$ cat config.mk
export PLATFORM = sky130hd
export DESIGN_NAME = wlc_walker
export DESIGN_NICKNAME = d
export VERILOG_FILES = /design/src/rtl/wlc_pkg.sv /design/src/rtl/wlc_walker.sv
export SDC_FILE = /design/constraint.sdc
export NUM_CORES = 1
export LEC_CHECK = 0
export ABC_AREA = 1
export BUFFER_PORTS_ARGS = -buffer_cell sky130_fd_sc_hd__buf_2
export CAP_MARGIN = 30
export CORE_MARGIN = 3
export CORE_UTILIZATION = 50
export DETAILED_ROUTE_END_ITERATION = 10
export PLACE_DENSITY = 0.78
export SLEW_MARGIN = 20
export SYNTH_ARGS = -nofsm -noshare
export SYNTH_HDL_FRONTEND = slang
export SYNTH_SLANG_ARGS = --single-unit
$ cat constraint.sdc
create_clock -name clk_i -period 2.99 [get_ports clk_i]
set_clock_uncertainty 0.15 [all_clocks]
set_input_delay 0.299 -clock clk_i [delete_from_list [all_inputs] [get_ports clk_i]]
set_output_delay 0.299 -clock clk_i [all_outputs]
set_load 0.03 [all_outputs]
$ cat src/rtl/wlc_pkg.sv
`timescale 1ns / 1ps
// Shared constants, types and character helpers for the wildcard line comparator.
// No dependencies.
package wlc_pkg;

  localparam int MaxLine = 256;
  localparam int AddrW   = $clog2(MaxLine);
  localparam int LenW    = $clog2(MaxLine + 1);
  localparam int OutIdxW = $clog2(2 * MaxLine + 2);
  localparam int CpW     = 21;
  localparam int FuncW   = 2;
  localparam int CfgW    = 6;

  localparam logic [FuncW-1:0] FuncAppendOut = 2'd0;
  localparam logic [FuncW-1:0] FuncAppendRef = 2'd1;
  localparam logic [FuncW-1:0] FuncCompare   = 2'd2;

  localparam logic [CfgW-1:0] CrDigitReset = 6'd48;

  localparam logic [CpW-1:0] CpNul     = 21'h000000;
  localparam logic [CpW-1:0] CpSpace   = 21'h000020;
  localparam logic [CpW-1:0] CpPlus    = 21'h00002B;
  localparam logic [CpW-1:0] CpMinus   = 21'h00002D;
  localparam logic [CpW-1:0] CpDot     = 21'h00002E;
  localparam logic [CpW-1:0] CpZero    = 21'h000030;
  localparam logic [CpW-1:0] CpNine    = 21'h000039;
  localparam logic [CpW-1:0] CpUpperE  = 21'h000045;
  localparam logic [CpW-1:0] CpUpperJ  = 21'h00004A;
  localparam logic [CpW-1:0] CpLowerM  = 21'h00006D;
  localparam logic [CpW-1:0] CpLowerN  = 21'h00006E;
  localparam logic [CpW-1:0] CpLowerU  = 21'h000075;
  localparam logic [CpW-1:0] CpOverbar = 21'h0000AF;
  localparam logic [CpW-1:0] CpMu      = 21'h0003BC;

  localparam logic [CpW-1:0] WcDigits  = 21'h002070;
  localparam logic [CpW-1:0] WcSpaces  = 21'h0000B9;
  localparam logic [CpW-1:0] WcReal    = 21'h0000B2;
  localparam logic [CpW-1:0] WcAny     = 21'h0000B3;
  localparam logic [CpW-1:0] WcOverbar = 21'h002074;
  localparam logic [CpW-1:0] WcSign    = 21'h002075;
  localparam logic [CpW-1:0] WcCrDigit = 21'h002076;
  localparam logic [CpW-1:0] WcUnit    = 21'h00207F;

  typedef struct packed {
    logic            done;
    logic            diff;
    logic [LenW-1:0] pos;
  } walk_res_t;

  function automatic logic is_dig(logic [CpW-1:0] c);
    return (c >= CpZero) && (c <= CpNine);
  endfunction

  function automatic logic is_real_char(logic [CpW-1:0] c);
    return is_dig(c) || (c == CpOverbar) || (c == CpUpperE) || (c == CpUpperJ) ||
           (c == CpDot);
  endfunction

endpackage

$ cat src/rtl/wlc_walker.sv
`timescale 1ns / 1ps
// Compare sequencer: walks the reference and output line memories one step a cycle.
// Depends on wlc_pkg.
module wlc_walker (
  input  logic                        clk_i,
  input  logic                        rst_ni,
  input  logic                        start_i,
  input  logic [wlc_pkg::LenW-1:0]    out_len_i,
  input  logic [wlc_pkg::LenW-1:0]    ref_len_i,
  input  logic [wlc_pkg::CfgW-1:0]    cr_digit_i,
  input  logic [wlc_pkg::CpW-1:0]     out_rdata_i,
  input  logic [wlc_pkg::CpW-1:0]     ref_rdata_i,
  output logic [wlc_pkg::AddrW-1:0]   out_raddr_o,
  output logic [wlc_pkg::AddrW-1:0]   ref_raddr_o,
  output logic                        busy_o,
  output wlc_pkg::walk_res_t          res_o
);

  typedef enum logic [1:0] {
    StIdle,
    StEval,
    StRun
  } state_e;

  typedef enum logic [1:0] {
    RunDigits,
    RunSpaces,
    RunReal
  } run_kind_e;

  state_e                        state_q, state_d;
  run_kind_e                     kind_q, kind_d;
  logic [wlc_pkg::OutIdxW-1:0]   ai_q, ai_d;
  logic [wlc_pkg::LenW-1:0]      pos_q, pos_d;
  logic [wlc_pkg::CpW-1:0]       a_cp;
  logic [wlc_pkg::CpW-1:0]       r_cp;
  logic [wlc_pkg::CpW-1:0]       cr_cp;
  logic                          run_hit;
  wlc_pkg::walk_res_t            res;

  assign a_cp  = (ai_q < wlc_pkg::OutIdxW'(out_len_i)) ? out_rdata_i : wlc_pkg::CpNul;
  assign r_cp  = (pos_q < ref_len_i) ? ref_rdata_i : wlc_pkg::CpNul;
  assign cr_cp = wlc_pkg::CpW'(cr_digit_i);

  always_comb begin
    case (kind_q)
      RunDigits: run_hit = wlc_pkg::is_dig(a_cp);
      RunSpaces: run_hit = (a_cp == wlc_pkg::CpSpace);
      RunReal:   run_hit = wlc_pkg::is_real_char(a_cp);
      default:   run_hit = 1'b0;
    endcase
  end

  always_comb begin
    state_d  = state_q;
    kind_d   = kind_q;
    ai_d     = ai_q;
    pos_d    = pos_q;
    res.done = 1'b0;
    res.diff = 1'b0;
    res.pos  = pos_q;
    case (state_q)
      StIdle: begin
        if (start_i) begin
          ai_d    = '0;
          pos_d   = '0;
          state_d = StEval;
        end
      end
      StEval: begin
        ai_d  = ai_q + 1'b1;
        pos_d = pos_q + 1'b1;
        if (a_cp == r_cp) begin
          if (a_cp == wlc_pkg::CpNul) begin
            res.done = 1'b1;
          end
        end else begin
          case (r_cp)
            wlc_pkg::WcDigits: begin
              res.done = !wlc_pkg::is_dig(a_cp);
              res.diff = res.done;
              kind_d   = RunDigits;
              pos_d    = pos_q;
              state_d  = StRun;
            end
            wlc_pkg::WcSpaces: begin
              res.done = (a_cp != wlc_pkg::CpSpace);
              res.diff = res.done;
              kind_d   = RunSpaces;
              pos_d    = pos_q;
              state_d  = StRun;
            end
            wlc_pkg::WcReal: begin
              res.done = !wlc_pkg::is_real_char(a_cp);
              res.diff = res.done;
              kind_d   = RunReal;
              pos_d    = pos_q;
              state_d  = StRun;
            end
            wlc_pkg::WcAny: begin
              res.done = 1'b1;
            end
            wlc_pkg::WcOverbar: begin
              if (a_cp != wlc_pkg::CpOverbar) begin
                ai_d = ai_q;
              end
            end
            wlc_pkg::WcSign: begin
              res.done = (a_cp != wlc_pkg::CpPlus) && (a_cp != wlc_pkg::CpMinus);
              res.diff = res.done;
            end
            wlc_pkg::WcCrDigit: begin
              res.done = (a_cp != cr_cp);
              res.diff = res.done;
            end
            wlc_pkg::WcUnit: begin
              if ((a_cp != wlc_pkg::CpLowerM) && (a_cp != wlc_pkg::CpLowerN) &&
                  (a_cp != wlc_pkg::CpLowerU) && (a_cp != wlc_pkg::CpMu)) begin
                ai_d = ai_q;
              end
            end
            default: begin
              res.done = 1'b1;
              res.diff = 1'b1;
            end
          endcase
        end
        if (res.done) begin
          state_d = StIdle;
        end
      end
      StRun: begin
        if (run_hit) begin
          ai_d = ai_q + 1'b1;
        end else begin
          pos_d   = pos_q + 1'b1;
          state_d = StEval;
        end
      end
      default: begin
        state_d = StIdle;
      end
    endcase
  end

  always_ff @(posedge clk_i or negedge rst_ni) begin
    if (!rst_ni) begin
      state_q <= StIdle;
      kind_q  <= RunDigits;
      ai_q    <= '0;
      pos_q   <= '0;
    end else begin
      state_q <= state_d;
      kind_q  <= kind_d;
      ai_q    <= ai_d;
      pos_q   <= pos_d;
    end
  end

  // next indices address the memories so data lines up with the indices
  assign out_raddr_o = ai_d[wlc_pkg::AddrW-1:0];
  assign ref_raddr_o = pos_d[wlc_pkg::AddrW-1:0];
  assign busy_o      = (state_q != StIdle);
  assign res_o       = res;

endmodule

# ---- Yosys cells after proc, flatten, opt, wreduce, memory -nomap -nowiden
# Index checks and enable logic that the tools add are counted.
dict set report classes {
  n_addsub 2
  n_lt_le_gt_ge 4
  eq_ne 35
  mux 29
  n_bitwise 1
  reduce_logical 24
}
# operator count
set ops {}
lappend ops {{$eq 21x14->1 const B} 5}
lappend ops {{$eq 21x8->1 const B} 4}
lappend ops {{$ne 21x6->1 const B} 3}
lappend ops {{$ne 21x7->1 const B} 3}
lappend ops {{$mux 10} 5}
lappend ops {{$eq 21x6->1 const B} 2}
lappend ops {{$eq 21x7->1 const B} 2}
lappend ops {{$mux 21} 2}
lappend ops {{$mux 9} 4}
lappend ops {{$pmux 10 s3} 1}
lappend ops {{$pmux 9 s3} 1}
lappend ops {{$eq 21x21->1} 1}
lappend ops {{$ge 21x6->1 const B} 1}
lappend ops {{$le 21x6->1 const B} 1}
lappend ops {{$logic_not 21->1} 1}
lappend ops {{$ne 21x10->1 const B} 1}
lappend ops {{$ne 21x6->1} 1}
lappend ops {{$ne 21x8->1 const B} 1}
lappend ops {{$pmux 10 s2} 1}
lappend ops {{$mux 2} 6}
lappend ops {{$pmux 1 s6} 2}
lappend ops {{$pmux 2 s3} 2}
lappend ops {{$add 10x1->10 const B} 1}
lappend ops {{$lt 10x9->1} 1}
lappend ops {{21 further kinds} 43}
dict set report word_totals {
  regBits 23
  input_bits 69
  out_inout_bits 28
  wordCells 101
}

# ---- Longest topological paths before layout
dict set report logic_depth {
  word_depth 14
  mapped_depth 26
}

# ---- Worst setup path before layout
# No wires, ideal clock.
dict set report synth_timing {
  path_type {register to output}
  start {register pos_q[3] in the netlist's numbering}
  end {output res_o[10] in the netlist's numbering}
  arrival_time_ns 3.009
  t_required_ns 2.541
  setup_slack_ns -0.468
  stages_incl_launch_ff 22
  path_buffers 1
  cell_sequence {dfrtp_1 > ha_1 > nand2_1 > inv_1 > nand2_1 > nand2_1 > nand2_1 > nand3_4 > buf_6 > nor2_2 > inv_1 > nor3_2 > nand3_1 > nor2_1 > nand2_1 > inv_1 > nand2_1 > o21ai_1 > nor2_1 > nand2_1 > nand2_1 > nor3_1}
}
# element line_no
set synth_lines {}
lappend synth_lines {{start, declared} wlc_walker.sv:34} ;# logic [wlc_pkg::LenW-1:0] pos_q, pos_d;
lappend synth_lines {{start signal, assigned} wlc_walker.sv:156} ;# pos_q <= pos_d;
lappend synth_lines {{end, declared} wlc_walker.sv:16} ;# output wlc_pkg::walk_res_t res_o

# ---- Worst setup path in the final report
dict set report layout_timing {
  start {register ai_q[8] in the netlist's numbering}
  end {output ref_raddr_o[1] in the netlist's numbering}
}
dict set report layout_via {
  elab_chain_len 11
}
# element line_no
set layout_rtl {}
lappend layout_rtl {{start, declared} wlc_walker.sv:33} ;# logic [wlc_pkg::OutIdxW-1:0] ai_q, ai_d;
lappend layout_rtl {{start signal, assigned} wlc_walker.sv:155} ;# ai_q <= ai_d;
lappend layout_rtl {{$lt 10x9->1 *} wlc_walker.sv:41} ;# assign a_cp = (ai_q < wlc_pkg::OutIdxW'(out_len_i)) ? out_rdata_i : wlc_pkg::CpNul;
lappend layout_rtl {{$mux 21 *} wlc_walker.sv:41}
lappend layout_rtl {{$ge 21x6->1 or $le 21x6->1 (tied branches)} wlc_pkg.sv:51} ;# return (c >= CpZero) && (c <= CpNine);
lappend layout_rtl {{$logic_and 1x1->1} wlc_pkg.sv:51}
lappend layout_rtl {{$logic_or 1x1->1 (4 in series)} wlc_pkg.sv:55} ;# return is_dig(c) || (c == CpOverbar) || (c == CpUpperE) || (c == CpUpperJ) ||
lappend layout_rtl {{$pmux 1 s3} wlc_walker.sv:46} ;# case (kind_q)
lappend layout_rtl {{$mux 9} wlc_walker.sv:133} ;# if (run_hit) begin
lappend layout_rtl {{$pmux 9 s3 *} wlc_walker.sv:62} ;# case (state_q)
lappend layout_rtl {{end, declared} wlc_walker.sv:14} ;# output logic [wlc_pkg::AddrW-1:0] ref_raddr_o,
# Mark *: on every way between the ends. The rest lies on a longest branch, timed or not. The select of a mux whose other input is x is not followed.

==> tab_implementation.tex <==
\begin{tabular}{lr}
\hline
Metric & Value \\
\hline
\multicolumn{2}{l}{\textbf{Setup path}} \\
Type of the worst setup path & flop to primary output \\
Crit path buf inv count & 3 \\
Kind of end point of the critical path & primary output \\
Cell with the biggest individual delay on the critical path & sky130\_fd\_sc\_hd\_\_dfrtp\_1 \\
Cell family with most CP delay & simple AND/OR/NAND/NOR gates \\
Worst Path Arrival & 3.26 ns \\
Maximum fanout encountered on the critical timing path & 8 \\
Crit start category & flop \\
Required time of the critical path & 2.54 ns \\
Critical path cell sequence & ha\_4, nand2\_2, nand3\_2, a21oi\_4, buf\_6, nand4\_1, nor2\_2, nand3\_2, nand3b\_1, nand2\_1, inv\_2, nand2\_4, nand3\_4, nand2\_8, nand2\_2, o211ai\_1, buf\_4 \\
Delay of the slowest critical-path stage & 0.42 ns \\
\multicolumn{2}{l}{\textbf{Clocking}} \\
TritonCTS sink count & 23 \\
Reg clk slew, reported paths & $\sim$0.090 ns \\
Root buffer selected by CTS & sky130\_fd\_sc\_hd\_\_clkbuf\_8 \\
Number of levels the H-tree was split into & 1 \\
Clock buffers created by TritonCTS & 3 \\
Clock tree from TritonCTS & done \\
Max clock buf depth & 2 \\
Worst-Skew Late Latency & 0.28 ns \\
\multicolumn{2}{l}{\textbf{Logic synthesis}} \\
Seq/Total Area, Yosys & 15.1\% \\
Most used DFF post-synth & sky130\_fd\_sc\_hd\_\_dfrtp\_1 \\
Number of unique standard cell types used by synthesis & 39 \\
Register bit count reported by yosys & 23 \\
Most numerous cell types in the synthesized netlist & 188 x sky130\_fd\_sc\_hd\_\_nand2\_1, 117 x sky130\_fd\_sc\_hd\_\_inv\_1, 91 x sky130\_fd\_sc\_hd\_\_nor2\_1 \\
Total nets after synthesis & 749 \\
Async S/R FF share, synth & 100\% \\
Top-count cell post-synth & sky130\_fd\_sc\_hd\_\_nand2\_1 \\
Number of enable flip-flop cells after synthesis & 0 \\
Post-synthesis instance area & 0.00381 mm2 \\
Post-Synthesis Mean Instance Area & between 5 and 6 um2 \\
Warnings from Yosys & 0 \\
Most area-hungry cell type in the Yosys netlist & sky130\_fd\_sc\_hd\_\_nand2\_1 \\
Mapped Cells & 662 \\
Cell types occupying the most area after synthesis & sky130\_fd\_sc\_hd\_\_nand2\_1 19\%, sky130\_fd\_sc\_hd\_\_dfrtp\_1 15\%, sky130\_fd\_sc\_hd\_\_inv\_1 12\% \\
Share of the synthesized area in the top cell type & 18.5\% \\
\multicolumn{2}{l}{\textbf{Final layout}} \\
Finished Layout Cells & 974 \\
Fraction of layout cells with a size suffix above 1 & 46.7\% \\
Filler Cell Count & 432 \\
Final Net Count & 963 \\
Diode insertion count for antenna repair & 0 \\
Layout-stage area growth over the synthesis result & 63.2\% \\
Final standard cell utilization of the core & around 85\% \\
\multicolumn{2}{l}{\textbf{Route}} \\
Via/cell ratio & 5.34 \\
Iteration-0 DRC Markers & 368 \\
Overall via count from detail\_route & 5203 \\
\# DRC & 0 \\
Total routed wirelength & 14500 um \\
Routed wirelength normalized by instance count & 14.9 um \\
Number of optimization iterations in the first detailed-route pass & 5 \\
Final ANT Viol Nets & 0 \\
\multicolumn{2}{l}{\textbf{Floorplanning}} \\
Core Region & 0.00733 mm2 \\
DIE HEIGHT & 93.3 um \\
Die width & between 90 and 100 um \\
I/O pins & 97 \\
Die area & 0.00870 mm2 \\
Initial core utilization & 52.0\% \\
Core Rows & 31 \\
\multicolumn{2}{l}{\textbf{STA}} \\
Maximum achievable frequency & about 0.27 GHz \\
Fin crit period & 3.71 ns \\
Max Transition Viols Final & 0 \\
Unrepaired setup endpoints after global routing & true \\
Total negative slack for setup checks & -15.66 ns \\
Worst rel slew slack & 53.0\% \\
Total of endpoints with negative setup slack in the final report & 39 \\
Setup WS post-layout & -0.723 ns \\
Share of the cycle needed by the critical path after routing & 124\% \\
Smallest hold slack & 0.166 ns \\
Final hold violation count & 0 \\
Slew @ Worst Pin & 0.702 ns \\
\multicolumn{2}{l}{\textbf{Pwr}} \\
Combinational group share of total power & 62.8\% \\
Total leakage power & 0.00346 uW \\
Relative contribution of the clock network to total power & 13.4\% \\
Net load switching power & 707 uW \\
Total power density per cell area & 256 mW/mm2 \\
Internal power contribution & 885 uW \\
Sequential share of power & 23.7\% \\
Peak supply drop & about 0.33 mV \\
Switching power as a share of total power & 44.4\% \\
\multicolumn{2}{l}{\textbf{Global routing}} \\
Wire length of the first global-routing pass & about 21000 um \\
Number of antenna violations at the first check in global routing & 0 \\
Aggregate global routing overflow & 0 \\
Via count of the first global-routing pass & 4794 \\
Pin count of the biggest net entering global routing & 24 \\
Global-route total usage across every layer & 29.6\% \\
\multicolumn{2}{l}{\textbf{Run}} \\
Max-cap viol count & 0 \\
\multicolumn{2}{l}{\textbf{Placed design}} \\
Routability cong. & 0.874 \\
Total half-perimeter wirelength after legalization and detailed placement & $\sim$9600 um \\
Pre-CTS setup slack & -0.571 ns \\
Number of input and output port buffers inserted & 96 \\
Cells after DPL & a little over 900 \\
\multicolumn{2}{l}{\textbf{Run status}} \\
Violated checks & negative setup slack \\
Status & finished with violations \\
\multicolumn{2}{l}{\textbf{Hold path}} \\
Path type of the worst min-delay path & input pin to flop \\
\hline
\end{tabular}
==> worst register-to-register path, stage by stage (launching register included) <==
cell and delay [ns]:
sky130_fd_sc_hd__dfrtp_1 0.42, sky130_fd_sc_hd__ha_4 0.30, sky130_fd_sc_hd__nand2_4 0.06, sky130_fd_sc_hd__nor2_4 0.18
sky130_fd_sc_hd__nand3_4 0.14, sky130_fd_sc_hd__nand3_4 0.14, sky130_fd_sc_hd__buf_12 0.15, sky130_fd_sc_hd__nor2_2 0.05
sky130_fd_sc_hd__nor2_2 0.11, sky130_fd_sc_hd__nand2_2 0.10, sky130_fd_sc_hd__nor2_4 0.21, sky130_fd_sc_hd__buf_4 0.14
sky130_fd_sc_hd__inv_1 0.04, sky130_fd_sc_hd__o211ai_1 0.28, sky130_fd_sc_hd__nand2_4 0.13, sky130_fd_sc_hd__nand2_1 0.08
sky130_fd_sc_hd__nand3_1 0.06, sky130_fd_sc_hd__nand2_1 0.08, sky130_fd_sc_hd__nand3_2 0.09, sky130_fd_sc_hd__buf_4 0.14
sky130_fd_sc_hd__buf_6 0.10, sky130_fd_sc_hd__buf_6 0.10, sky130_fd_sc_hd__buf_6 0.10, sky130_fd_sc_hd__buf_6 0.10
==> timing repair <==
| item | 4_1_cts | 5_1_grt |
|---|---|---|
| pin swaps | 44 | 34 |
| gates resized for setup | 103 | 64 |
| gates cloned | 3 | 2 |
| hold buffers | 1 | 0 |
| hold endpoints to repair | 23 | 0 |
| setup endpoints to repair | 39 | 41 |
| buffers inserted | 29 | 14 |
==> worst paths after layout <==
kind	start	endpoint	slack (ns)	depth (start not counted)
max in group asynchronous	rst_ni	pos_q[6]$_DFF_PN0_	1.87	2
min	start_i	state_q[0]$_DFFE_PN0P_	0.17	3
min in group asynchronous	rst_ni	ai_q[2]$_DFF_PN0_	0.39	2
max	ai_q[8]$_DFFE_PN0P_	ref_raddr_o[1]	-0.72	17
max reg2reg	ai_q[8]$_DFFE_PN0P_	ai_q[2]$_DFF_PN0_	-0.56	23
min reg2reg	kind_q[0]$_DFFE_PN0P_	kind_q[0]$_DFFE_PN0P_	0.41	2
==> registers in the layout, indices dropped and copies added, names as in the netlist <==
signal	flops
kind_q	2
state_q	2
pos_q	9
ai_q	10
==> layout by cell type, fill, tap and decap left out, types with 15 or more instances in the layout <==
cell type                 synthesis  layout
sky130_fd_sc_hd__buf_4           16     119
sky130_fd_sc_hd__nor2_2          16      29
sky130_fd_sc_hd__buf_6            4      26
sky130_fd_sc_hd__nand3_2          6      21
sky130_fd_sc_hd__nor2_4           2      16
sky130_fd_sc_hd__inv_1          117     110
sky130_fd_sc_hd__nor2_1          91      64
sky130_fd_sc_hd__nand2_1        188     148
sky130_fd_sc_hd__nand3_1         58      38
sky130_fd_sc_hd__dfrtp_1         23      15
sky130_fd_sc_hd__nand2_2          6      38
sky130_fd_sc_hd__buf_2            2      79
==> metal layers <==
metal  GRT usage (%)  wire length, um  up-vias
met4            8.30              479        0
met5               0                0        -
met2            54.1             7320      263
li1                -                -     2498
met1            36.1             5760     2389
met3            3.62              954       53
==> per-stage QoR <==
step | instance area (um2) | power (uW)
6_report | 6220 | 1590
5_1_grt | 6220 | 1690
4_1_cts | 5850 | 1510
3_5_place_dp | 5170 | 1180
3_3_place_gp | 5170 | 1160
2_1_floorplan | 4060 | 936
==> cells by family (layout without fill, tap and decap cells) <==
family	after synthesis	after routing	synth area share, %
compound gates	49	49	8.70
buf+inv	142	353	16.4
xor+xnor	19	19	4.37
flops	23	23	15.1
fa+ha+maj	18	18	5.91
simple gates	411	413	49.5
==> power by group through the flow <==
stage | sequential (uW) | clock, uW | combinational (uW)
3_5_place_dp | 387 | 0 | 791
4_1_cts | 381 | 209 | 924
3_3_place_gp | 386 | 0 | 772
6_report | 378 | 214 | 1000
2_1_floorplan | 438 | 0 | 498
5_1_grt | 382 | 223 | 1080
==> cell type report <==
type                       instances  area [um2]  share of cell area (%)
clock buffer                       4        45.0                   0.724
inverter                         118         443                    7.12
multi-input combinational        499        3290                    52.9
sequential                        23         586                    9.42
tap                               99         124                    1.99
timing repair buffer             231        1730                    27.8
(Power assumes the default switching activity.)
