--- src/rtl/wlc_ram.sv ---
`timescale 1ns / 1ps
// Generic single-write, single-read RAM with registered read data.
// No dependencies.
module wlc_ram #(
  parameter int Width = 8,
  parameter int Depth = 16
) (
  input  logic                     clk_i,
  input  logic                     we_i,
  input  logic [$clog2(Depth)-1:0] waddr_i,
  input  logic [Width-1:0]         wdata_i,
  input  logic [$clog2(Depth)-1:0] raddr_i,
  output logic [Width-1:0]         rdata_o
);

  logic [Width-1:0] mem_q [Depth];
  logic [Width-1:0] rdata_q;

  always_ff @(posedge clk_i) begin
    if (we_i) begin
      mem_q[waddr_i] <= wdata_i;
    end
    rdata_q <= mem_q[raddr_i];
  end

  assign rdata_o = rdata_q;

endmodule

--- config.mk ---
export PLATFORM = sky130hd
export DESIGN_NAME = wlc_ram
export DESIGN_NICKNAME = d
export VERILOG_FILES = /design/src/rtl/wlc_ram.sv
export SDC_FILE = /design/constraint.sdc
export NUM_CORES = 1
export LEC_CHECK = 0
export BUFFER_PORTS_ARGS = -buffer_cell sky130_fd_sc_hd__buf_4
export CORE_ASPECT_RATIO = 1.1
export CORE_MARGIN = 2
export CORE_UTILIZATION = 37
export DETAILED_ROUTE_END_ITERATION = 8
export HOLD_SLACK_MARGIN = 0.06
export MAX_ROUTING_LAYER = met4
export RECOVER_POWER = 100
export SYNTH_ARGS = -nofsm -noshare
export SYNTH_HDL_FRONTEND = slang
export SYNTH_SLANG_ARGS = --single-unit
--- constraint.sdc ---
create_clock -name clk_i -period 1.92 [get_ports clk_i]
set_input_delay 0.384 -clock clk_i [delete_from_list [all_inputs] [get_ports clk_i]]
set_output_delay 0.384 -clock clk_i [all_outputs]
set_load 0.03 [all_outputs]
# --- Word level (Yosys, flattened, before mapping) ---
# Memory sizes are Yosys's and may differ from the RTL's. A register that Yosys moved wholly into a read port is not among the register bits.
# Index checks and enable logic that the tools add are counted.
totals:
  n_memories: 1
  ramBits: 128
  romBits: 0
  latchBits: 0
  word_cells: 3
  output_inout_bits: 8
  reg_bits: 0
  input_bits: 18
memory_table:
  columns: ["name", "words", "width", "rd", "rd_clocked_by_memory_dff", "wr", "line_no", "source"]
  rows:
  - ["mem_q", 16, 8, 1, 1, 1, "16", "logic [Width-1:0] mem_q [Depth];"]
classes:
  n_mux: 2
  bitwise_logic: 0
  n_addsub: 0
  reduce_logical: 0
  mul: 0
  shifts: 0
  div_mod_pow: 0
  n_lt_le_gt_ge: 0
  n_eq_ne: 0
ops:
  columns: ["cell", "count"]
  rows:
  - ["$mux W1", 2]

# --- Longest topological paths before layout ---
# Gate-level depths: netlist of run 1.
depth:
  ltp_word: 2
  depth_mapped: 5
  mapped_depth_nobuf: 3

# --- Worst setup path after synthesis of run 1 ---
# OpenSTA, ideal clock, no wires.
synth_timing:
  kind: "input port to flip-flop"
  from: "input waddr_i[2]"
  to: "memory mem_q[0][0] (enable)"
  path_stages: 2
  slack_ns: 0.043
  arrival_time_ns: 1.494
  path_cell_list: "or3b_2 nor3_1"
synth_lines:
  columns: ["item", "line_no", "source"]
  rows:
  - ["start, declared", "10", "input logic [$clog2(Depth)-1:0] waddr_i,"]
  - ["end, declared", "16", null]
# Straight into the memory's write port.

# --- Final worst setup path of run 1 ---
layout_timing:
  from: "input we_i"
  to: "memory mem_q[1][5] (enable)"
layout_via:
  elab_chain_cells: 2
layout_lines:
  columns: ["item", "line_no", "source"]
  rows:
  - ["start, declared", "9", "input logic we_i,"]
  - ["$mux W1", "20", "if (we_i) begin"]
  - ["$mux W1 (not written as such)", "21", "mem_q[waddr_i] <= wdata_i;"]
# Every way passes these cells.

==> results by group, run 1 <==
Pwr
  • Peak VDD IR: 762 uV
  • Leakage: 2.07 nW
  • Power density over the cells: 1220 mW/mm2

Detailed routing
  • Via density: 5.00
  • Antenna viol nets, final: 0
  • Pre-antenna DRT Iters: 5
  • DRC viols: 0
  • Iteration-0 DRC Markers: 125
  • Vias: 2428
  • Wire per inst: 20.7 um
  • DRT Wirelength: 10100 um

Finish
  • Most frequent cells in the layout: edfxtp_1, clkbuf_1, mux4_2
  • Layout area overhead: 22.3%
  • Final nets: 303
  • Layout Utilization: 46.0%
  • Layout cells sized above 1: 20.8%
  • Ant diodes: 0
  • Final instance area: 0.00630 mm2
  • Commonest non-fill, non-tap cell in the layout: edfxtp_1

Critical path
  • CP arrival: 1.61 ns
  • Critical path launch point type: primary input
  • Top cell by count, worst path: clkbuf_1
  • Worst-path fanout max: 8
  • CP Capture Type: flop
  • Bufs and invs on worst path: 2
  • Kind of critical path: in2reg
  • Worst setup startpoint: we_i
  • Cells along the critical path: clkbuf_1 > or3b_2 > nor2_1 > clkbuf_1
  • Worst Path Required: 1.96 ns
  • Crit-path leading delay family: simple AND/OR/NAND/NOR gates
  • Max stage delay cell, worst path: or3b_2
  • Delay of the slowest critical-path stage: 0.51 ns
  • R2R Path Start: mem_q[9][2]

Floorplan
  • Core area: 0.0137 mm2
  • Die footprint: 0.0149 mm2
  • # rows: 45
  • Width of the die: 116 um
  • I/O pin cnt: 26
  • Chip Height: 128 um
  • Initial core utilization: 37.6%

STA
  • Final hold violation count: 0
  • Post-route minimum period: 1.57 ns
  • Final TNS setup: 0 ns
  • Max-slew violation count: 0
  • Final Setup Violations: 0
  • Maximum clock rate: 639 MHz
  • RSZ-0062 raised after global routing: false
  • Final cycle utilization of the critical path: 81.5%
  • Clk_skew: 0.00576 ns
  • Slew headroom: 50.9%
  • Slew @ Worst Pin: 0.737 ns

Clock network
  • CTS tree: yes
  • Clk_lat worst skew: 0.41 ns
  • Hold buffers post-CTS: 0
  • CTS buffer count: 17
  • Clk sinks: 136
  • # Post-CTS Setup Buffers: 0
  • H-tree Lvls: 4
  • Clock buffer depth: 2
  • CTS Root Buffer Type: clkbuf_16
  • Clock-pin slew on the worst setup and hold paths: 0.06 ns
  • Post-CTS sizing: 0

Status
  • Outcome: finished, final reports clean

Global routing
  • First-pass GRT wire length: 14900 um
  • Aggregate global routing overflow: 0
  • Vias in the first global route: 2540
  • GRT Total Usage: 15.1%
  • Initial antenna violation count: 0
  • Largest net degree at the start of global routing: 17

Yosys
  • Seq cells post-synth: 136
  • Syn Area/Cell: 22.5 um2
  • Netlist cell types: 19
  • Syn. warnings: 0
  • Synthesized area: 0.00515 mm2
  • Post-Syn Nets: 247
  • Mapped Cells: 229
  • Register area share after synthesis: 77.8%

Hold path
  • Min-delay src: waddr_i[1]
  • Min-delay worst type: in2reg

Placement
  • HPWL Detailed: 6420 um
  • Port Buffer Count: 25
  • Routability congestion estimate: 0.727
  • Cell Area, Placed: 0.00569 mm2

Run
  • Max-cap violation count: 0
## worst reg2reg max path, stage by stage, from the launching register on
cell      delay [ns]
edfxtp_1        0.36
mux4_1          0.54
a22oi_1         0.28
nand2_1         0.10
## kinds of logic (layout without fill, tap and decap cells)
kind of cell	after synthesis	after routing	share of synthesized area (%)
buf+inv	10	79	1.68
simple gates	35	35	3.18
mux	32	32	15.0
compound gates	16	16	2.33
flops	136	136	77.8
## area by class of cell
| type | instances | area [um2] |
|---|---|---|
| Sequential cell | 136 | 4000 |
| Multi-Input combinational cell | 83 | 1060 |
| Fill cell | 1149 | 7390 |
| Tap cell | 188 | 235 |
| Timing Repair Buffer | 47 | 259 |
| Clock buffer | 19 | 443 |
| Clock inverter | 13 | 298 |
## state kept, by name, summed over array words and instances (netlist names)
signal and flops:
rdata_o 8, mem_q 128
## through the flow
stage	total power (W)	hold WS, ns	worst slack [ns]	instances
floorplan	0.00360	0.483	0.0431	229
global placement	0.00377	0.656	0.133	454
detailed placement	0.00378	0.664	0.0971	454
CTS	0.00778	0.267	0.509	486
global route	0.00790	0.517	0.289	486
finish	0.00770	0.497	0.355	486
## layer usage
metal  wire length (um)  GRT usage (%)
met1               4550           19.5
met2               5060           23.4
met3                311           3.74
met4                144           5.67
met5                  0              -
## final timing paths
kind,cells past startpoint,slack [ns],endpoint
max,4,0.35,mem_q[1][5]
min reg2reg,3,0.68,rdata_o[6]
max reg2reg,3,0.53,rdata_o[2]
min,3,0.50,mem_q[0][0]
## cell usage after synthesis (all sizes together)
| cell type | count | share of area [%] |
|---|---|---|
| and2 | 1 | 0.12 |
| or3b | 1 | 0.17 |
| nand3b | 2 | 0.29 |
| a22oi | 16 | 2.3 |
| nand2b | 2 | 0.24 |
| nor2 | 13 | 0.95 |
| nand2 | 9 | 0.66 |
| nand3 | 1 | 0.097 |
| nor2b | 1 | 0.12 |
| dfxtp | 8 | 3.1 |
| mux4 | 32 | 15 |
| and2b | 1 | 0.15 |
| buf | 7 | 1.1 |
| clkdlybuf4s25 | 3 | 0.58 |
| nor3 | 4 | 0.39 |
| edfxtp | 128 | 75 |
## report_power, final
part / switching, W / total, W / internal (W)
Sequential: 0.0000215 / 0.00334 / 0.00332
Clock: 0.00115 / 0.00401 / 0.00286
Combinational: 0.000211 / 0.000341 / 0.000130
Total: 0.00139 / 0.00770 / 0.00631
Power figures use the tool's default switching activity.
==> inputs of run 2 (changes only) <==
--- a/config.mk
+++ b/config.mk
@@ -5,6 +5,7 @@
 export SDC_FILE = /design/constraint.sdc
 export NUM_CORES = 1
 export LEC_CHECK = 0
+export ABC_AREA = 1
 export BUFFER_PORTS_ARGS = -buffer_cell sky130_fd_sc_hd__buf_4
 export CORE_ASPECT_RATIO = 1.1
 export CORE_MARGIN = 2
==> constraint.sdc (replaced) <==
create_clock -name clk_i -period 1.3 [get_ports clk_i]
set_input_delay 0.26 -clock clk_i [delete_from_list [all_inputs] [get_ports clk_i]]
set_output_delay 0.26 -clock clk_i [all_outputs]
set_load 0.03 [all_outputs]
==> run 2 against run 1 <==
Compared with the run above:
- power rose by 26%
- final cell count rose by 66%
- synthesized cell count rose by 140%
- sequential cell count did not move
- global-route usage rose by 2.5 points
- register-to-register slack got worse by 0.26 ns
- combinational power rose by 98%
- hold slack got worse by 0.33 ns
- clock power rose by 1%
- synthesized area rose by 12%
- critical path type is now reg2out
- critical endpoint is now rdata_o[2]
==> results by group, run 2 <==
Status
  • Outcome: finished, final reports clean (unchanged)

Run
  • Max-cap violation count: 0 (unchanged)

Placement
  • Port Buffer Count: 25 (unchanged)
  • Routability congestion estimate: 0.852 (was 0.727)
  • Pre-CTS setup slack: -0.0204 ns (was 0.0971 ns)
  • Cell Area, Placed: 0.00630 mm2 (was 0.00569 mm2)
  • HPWL Detailed: 8070 um (was 6420 um)

STA
  • Slew @ Worst Pin: 1.01 ns (was 0.737 ns)
  • Final hold violation count: 0 (unchanged)
  • Hold_ws: 0.170 ns (was 0.497 ns)
  • Max-slew violation count: 0 (unchanged)
  • Clk_skew: 0.00559 ns (was 0.00576 ns)
  • Post-route minimum period: 1.22 ns
  • Final TNS setup: 0 ns (unchanged)
  • Final cycle utilization of the critical path: 93.6%
  • Final Setup Violations: 0 (unchanged)
  • RSZ-0062 raised after global routing: false (unchanged)
  • Maximum clock rate: 821 MHz
  • Post-route setup slack: 0.0827 ns (was 0.355 ns)
  • Slew headroom: 32.6% (was 50.9%)

Yosys
  • Netlist cell types: 12 (was 19)
  • Register area share after synthesis: 69.4% (was 77.8%)
  • Post-synth EDFFs: 128 (unchanged)
  • Count leader, synth: nand2_1 (was edfxtp_1)
  • Mux cell area share after synthesis: 0% (was 15.0%)
  • Post-synth top area share: 66.7% (was 74.7%)
  • Top FF cell, synth: edfxtp_1 (unchanged)
  • Commonest cells in the synthesized netlist: nand2_1, edfxtp_1, inv_1 (was edfxtp_1, mux4_2, a22oi_1)
  • Asr flop ratio synth: 0% (unchanged)
  • Seq cells post-synth: 136 (unchanged)
  • Synth Area in Simple Gates: 21.0% (was 3.18%)
  • Synthesized area: 0.00577 mm2 (was 0.00515 mm2)
  • Post-Syn Nets: 569 (was 247)
  • Largest family of logic cells by synthesized area: simple AND/OR/NAND/NOR gates (was multiplexers)
  • Mapped Cells: 551 (was 229)
  • Syn. warnings: 0 (unchanged)
  • Yosys top cell by area: edfxtp_1 (unchanged)
  • Synth Area in Compound Gates: 0% (was 2.33%)
  • Top post-synthesis cells by area: edfxtp_1, nand2_1, nand3_1 (was edfxtp_1, mux4_2, mux4_1)
  • Synth Area in XOR/XNOR: 0% (unchanged)
  • Post-Synth Adder-Cell Area: 0% (unchanged)
  • Syn Area/Cell: 10.5 um2 (was 22.5 um2)

Global routing
  • GRT Total Usage: 17.7% (was 15.1%)
  • Aggregate global routing overflow: 0 (unchanged)
  • Vias in the first global route: 3682 (was 2540)
  • Largest net degree at the start of global routing: 33 (was 17)
  • Initial antenna violation count: 0 (unchanged)
  • First-pass GRT wire length: 20600 um (was 14900 um)

Finish
  • Most frequent cells in the layout: nand2_1, edfxtp_1, inv_1 (was edfxtp_1, clkbuf_1, mux4_2)
  • Flip-flop count of the largest register after layout: 128 (unchanged)
  • Ant diodes: 0 (unchanged)
  • Layout area overhead: 15.8% (was 22.3%)
  • Layout cells sized above 1: 8.69% (was 20.8%)
  • Largest Register: mem_q (unchanged)
  • Final instance area: 0.00668 mm2 (was 0.00630 mm2)
  • Commonest non-fill, non-tap cell in the layout: nand2_1 (was edfxtp_1)
  • Final nets: 615 (was 303)

Clock network
  • CTS Root Buffer Type: clkbuf_16 (unchanged)
  • Hold buffers post-CTS: 0 (unchanged)
  • Clock buffer depth: 2 (unchanged)
  • Clock-pin slew on the worst setup and hold paths: 0.06 ns (about the same)
  • # Post-CTS Setup Buffers: 0 (unchanged)
  • Clk_lat worst skew: 0.42 ns (was 0.41 ns)
  • Post-CTS sizing: 0 (unchanged)
  • CTS tree: yes (unchanged)
  • Clk sinks: 136 (unchanged)
  • CTS buffer count: 17 (unchanged)
  • H-tree Lvls: 4 (unchanged)

Pwr
  • Final Power: 0.00968 W (was 0.00770 W)
  • Clk pwr share: 42.0% (was 52.1%)
  • Sw Share: 22.7% (was 18.0%)
  • Internal: 0.00748 W (was 0.00631 W)
  • Peak VDD IR: 999 uV (was 762 uV)
  • Combinational fraction of design power: 7.0% (was 4.4%)
  • Power density over the cells: 1450 mW/mm2 (was 1220 mW/mm2)
  • Sequential power share: 51.0% (was 43.4%)
  • Leakage: 2.84 nW (was 2.07 nW)
  • NetSw: 0.00220 W (was 0.00139 W)

Critical path
  • Worst-path fanout max: 1 (was 8)
  • Delay of the slowest critical-path stage: 0.36 ns (was 0.51 ns)
  • Kind of critical path: reg2out (was in2reg)
  • Critical path launch point type: flop (was primary input)
  • Cells along the critical path: buf_4 (was clkbuf_1 > or3b_2 > nor2_1 > clkbuf_1)
  • Worst Path Required: 1.04 ns (was 1.96 ns)
  • R2R Path Start: mem_q[6][3] (was mem_q[9][2])
  • CP arrival: 0.96 ns (was 1.61 ns)
  • Max stage delay cell, worst path: dfxtp_1 (was or3b_2)
  • Crit-path leading delay family: flip-flops (was simple AND/OR/NAND/NOR gates)
  • FF-to-FF path depth: 6 (was 3)
  • Bufs and invs on worst path: 1 (was 2)
  • Crit path depth: 1 (was 4)
  • FF-to-FF setup slack: 0.27 ns (was 0.53 ns)
  • CP Capture Type: output pin (was flop)
  • Worst flop-to-flop path endpoint: rdata_o[3] (was rdata_o[2])

Detailed routing
  • DRC viols: 0 (unchanged)
  • Wire per inst: 15.9 um (was 20.7 um)
  • Iteration-0 DRC Markers: 391 (was 125)
  • DRT Wirelength: 12800 um (was 10100 um)
  • Via density: 4.65 (was 5.00)
  • Pre-antenna DRT Iters: 5 (unchanged)
  • Antenna viol nets, final: 0 (unchanged)
  • Vias: 3744 (was 2428)

Floorplan
  • Core area: 0.0152 mm2 (was 0.0137 mm2)
  • Initial core utilization: 38.0% (was 37.6%)
  • Die footprint: 0.0166 mm2 (was 0.0149 mm2)
  • Chip Height: 135 um (was 128 um)
  • Width of the die: 123 um (was 116 um)
  • # rows: 47 (was 45)
  • I/O pin cnt: 26 (unchanged)

Hold path
  • Min-delay src: raddr_i[3] (was waddr_i[1])
  • Hold Path Depth: 3 (unchanged)
  • Hold endpoint: rdata_o[7] (was mem_q[0][0])
  • Min-delay worst type: in2reg (unchanged)
run 2: power groups by stage:
| stage | sequential, W | clock, W | combinational [W] |
|---|---|---|---|
| 2_1_floorplan | 0.00507 | 0 | 0.000346 |
| 3_3_place_gp | 0.00502 | 0 | 0.000711 |
| 3_5_place_dp | 0.00503 | 0 | 0.000719 |
| 4_1_cts | 0.00494 | 0.00413 | 0.000720 |
| 5_1_grt | 0.00494 | 0.00433 | 0.000756 |
| 6_report | 0.00494 | 0.00406 | 0.000675 |
run 2: kinds of logic after synthesis:
group	count (synthesis)
AND/OR/NAND/NOR	289
flip-flops	136
buffers and inverters	126
run 2: worst min-delay path, cell delays in order:
cell	delay (ns)
buf_4	0.16
nand3_1	0.09
nand2_1	0.06
run 2: layout make-up:
type	count	area (um2)
Fill cell	1467	8490
Sequential cell	136	4000
Multi-Input combinational cell	289	1210
Clock buffer	19	433
Inverter	102	383
Timing Repair Buffer	51	337
Tap cell	196	245
Clock inverter	13	63.8
run 2: metrics by stage:
step	std cells	utilization (%)
after detailed placement	774	41.5
after floorplan	551	-
after global placement	774	41.5
final	806	44.0
after global routing	806	44.0
after CTS	806	44.8
run 2: worst max path at each step:
stage	start	end	slack (ns)
3_3_place_gp	raddr_i[0]	rdata_o[3]	-0.01
3_5_place_dp	raddr_i[0]	rdata_o[3]	-0.02
2_1_floorplan	waddr_i[3]	mem_q[4][0]	0.09
5_1_grt	waddr_i[3]	mem_q[13][0]	0.04
4_1_cts	rdata_o[2]	rdata_o[2]	0.05
6_report	rdata_o[2]	rdata_o[2]	0.08
run 2: metal layers:
metal / GRT usage (%) / up-vias / routed length [um]
met2: 26.4 / 99 / 5980
met3: 4.05 / 21 / 573
met1: 23.2 / 1761 / 5960
li1: - / 1863 / -
met4: 7.32 / 0 / 291
met5: - / - / 0
==> inputs of run 3 (changes only) <==
--- a/config.mk
+++ b/config.mk
@@ -13,7 +13,7 @@
 export DETAILED_ROUTE_END_ITERATION = 8
 export HOLD_SLACK_MARGIN = 0.06
 export MAX_ROUTING_LAYER = met4
-export RECOVER_POWER = 100
+export RECOVER_POWER = 50
 export SYNTH_ARGS = -nofsm -noshare
 export SYNTH_HDL_FRONTEND = slang
 export SYNTH_SLANG_ARGS = --single-unit
==> run 3 against run 2 <==
Compared with the run above:
- non-clock buffer count is the same
- global-route usage did not move
- final cell count unchanged
- first-iteration DRC count shrank 9.0%
- sequential power about the same
- critical endpoint unchanged
==> results by group, run 3 (synthesized netlist as in run 2, its figures left out) <==
Finish
  • Layout Cells excl Fill: 806 (unchanged)
  • Layout Utilization: 44.6% (was 44.0%)
  • Fillcell total: 1447 (was 1467)
  • Layout area overhead: 17.3% (was 15.8%)
  • Commonest non-fill, non-tap cell in the layout: nand2_1 (unchanged)
  • Largest Register: mem_q (unchanged)
  • Final nets: 615 (unchanged)
  • Layout cells sized above 1: 11.5% (was 8.69%)
  • Ant diodes: 0 (unchanged)
  • Flip-flop count of the largest register after layout: 128 (unchanged)
  • Most frequent cells in the layout: nand2_1, edfxtp_1, inv_1 (unchanged)

Clock network
  • Hold buffers post-CTS: 0 (unchanged)
  • # Post-CTS Setup Buffers: 0 (unchanged)
  • H-tree Lvls: 4 (unchanged)
  • CTS Root Buffer Type: clkbuf_16 (unchanged)
  • Clk_lat worst skew: 0.42 ns (about the same)
  • CTS buffer count: 17 (unchanged)
  • CTS tree: yes (unchanged)
  • Clock-pin slew on the worst setup and hold paths: 0.06 ns (about the same)
  • Post-CTS sizing: 0 (unchanged)
  • Clk sinks: 136 (unchanged)
  • Clock buffer depth: 2 (unchanged)

Detailed routing
  • DRT Wirelength: 12700 um (was 12800 um)
  • DR top layer: met4 (unchanged)
  • DRC viols: 0 (unchanged)
  • Routed met3 length: 703 um (was 573 um)
  • Antenna viol nets, final: 0 (unchanged)
  • Routed wl met2: 5990 um (was 5980 um)
  • Vias: 3748 (was 3744)
  • DRT met1 WL: 5770 um (was 5960 um)
  • Via density: 4.65 (about the same)
  • Wire per inst: 15.8 um (was 15.9 um)
  • Pre-antenna DRT Iters: 5 (unchanged)
  • Iteration-0 DRC Markers: 356 (was 391)

Floorplan
  • Chip Height: 135 um (unchanged)
  • Initial core utilization: 38.0% (unchanged)
  • I/O pin cnt: 26 (unchanged)
  • Core area: 0.0152 mm2 (unchanged)
  • Die footprint: 0.0166 mm2 (unchanged)
  • Width of the die: 123 um (unchanged)
  • # rows: 47 (unchanged)

Critical path
  • FF-to-FF setup slack: 0.24 ns (was 0.27 ns)
  • Delay of the slowest critical-path stage: 0.36 ns (about the same)
  • R2R Path Start: mem_q[7][6] (was mem_q[6][3])
  • CP arrival: 0.96 ns (about the same)
  • Worst flop-to-flop path endpoint: rdata_o[6] (was rdata_o[3])
  • Worst-path fanout max: 1 (unchanged)
  • Kind of critical path: reg2out (unchanged)
  • Crit-path leading delay family: flip-flops (unchanged)
  • Bufs and invs on worst path: 1 (unchanged)
  • Critical path launch point type: flop (unchanged)
  • CP Capture Type: output pin (unchanged)
  • Cells along the critical path: buf_4 (unchanged)
  • FF-to-FF path depth: 6 (unchanged)
  • Max stage delay cell, worst path: dfxtp_1 (unchanged)
  • Worst Path Required: 1.04 ns (about the same)

Hold path
  • Hold Path Depth: 3 (unchanged)
  • Hold endpoint: rdata_o[7] (unchanged)
  • Min-delay worst type: in2reg (unchanged)
  • Min-delay src: raddr_i[3] (unchanged)

Pwr
  • Power density over the cells: 1430 mW/mm2 (was 1450 mW/mm2)
  • Final Power: 0.00969 W (was 0.00968 W)
  • Leakage: 2.91 nW (was 2.84 nW)
  • Peak VDD IR: 1000 uV (was 999 uV)

Run
  • Max-cap violation count: 0 (unchanged)

STA
  • Slew @ Worst Pin: 1.01 ns (about the same)
  • Final cycle utilization of the critical path: 93.5% (was 93.6%)
  • Slew headroom: 32.9% (was 32.6%)
  • RSZ-0062 raised after global routing: false (unchanged)
  • Final TNS setup: 0 ns (unchanged)
  • Final Setup Violations: 0 (unchanged)
  • Clk_skew: 0.00528 ns (was 0.00559 ns)
  • Max-slew violation count: 0 (unchanged)
  • Post-route setup slack: 0.0839 ns (was 0.0827 ns)
  • Maximum clock rate: 822 MHz (was 821 MHz)
  • Final hold violation count: 0 (unchanged)
  • Post-route minimum period: 1.22 ns (about the same)

Placement
  • Routability congestion estimate: 0.852 (unchanged)
  • Pre-CTS setup slack: -0.0204 ns (unchanged)
  • HPWL Detailed: 8070 um (unchanged)
  • Placed insts: 774 (unchanged)
  • Port Buffer Count: 25 (unchanged)

Status
  • Outcome: finished, final reports clean (unchanged)

Global routing
  • Aggregate global routing overflow: 0 (unchanged)
  • GRT Total Usage: 17.7% (unchanged)
  • Largest net degree at the start of global routing: 33 (unchanged)
  • Vias in the first global route: 3682 (unchanged)
  • First-pass GRT wire length: 20600 um (unchanged)
  • Initial antenna violation count: 0 (unchanged)
run 3: changes by cell type in the layout (fill, tap and decap cells not counted), sizes merged:
cell and delta:
clkbuf -25, buf +25
run 3: how the worst max path moves through the flow:
stage                    start  cells after the start          end
global placement    raddr_i[0]                      8   rdata_o[3]
global route        rdata_o[2]                      1   rdata_o[2]
floorplan           waddr_i[3]                      2  mem_q[4][0]
finish              rdata_o[2]                      1   rdata_o[2]
CTS                 rdata_o[2]                      1   rdata_o[2]
detailed placement  raddr_i[0]                      8   rdata_o[3]
run 3: layout make-up:
cell class | count | area (um2) | area share, %
tap | 196 | 245 | 3.63
clock buffer | 19 | 433 | 6.40
multi-input combinational | 289 | 1210 | 17.9
timing repair buffer | 51 | 420 | 6.22
inverter | 102 | 383 | 5.66
clock inverter | 13 | 63.8 | 0.944
sequential | 136 | 4000 | 59.2
run 3: metrics by stage:
stage | hold WS (ns) | area, um2
2_1_floorplan | 0.359 | 5770
3_5_place_dp | 0.592 | 6300
5_1_grt | 0.162 | 6760
4_1_cts | 0.152 | 6800
3_3_place_gp | 0.589 | 6300
6_report | 0.173 | 6760
run 3: worst min-delay path: cells and delay by family:
family,cells,cell delay (ns)
buffers and inverters,1,0.16
AND/OR/NAND/NOR,2,0.15
run 3: layer usage:
metal | vias up | GRT usage (%)
li1 | 1864 | -
met1 | 1756 | 23.2
met2 | 108 | 26.4
met3 | 20 | 4.05
met4 | 0 | 7.32
met5 | - | -
run 3: where the power goes:
part           total (W)  switching [W]  internal (W)  leakage (nW)
Sequential       0.00494      0.0000301       0.00491          1.22
Combinational   0.000698       0.000475      0.000223          1.44
Clock            0.00405        0.00168       0.00237         0.252
Total            0.00969        0.00219       0.00750          2.91
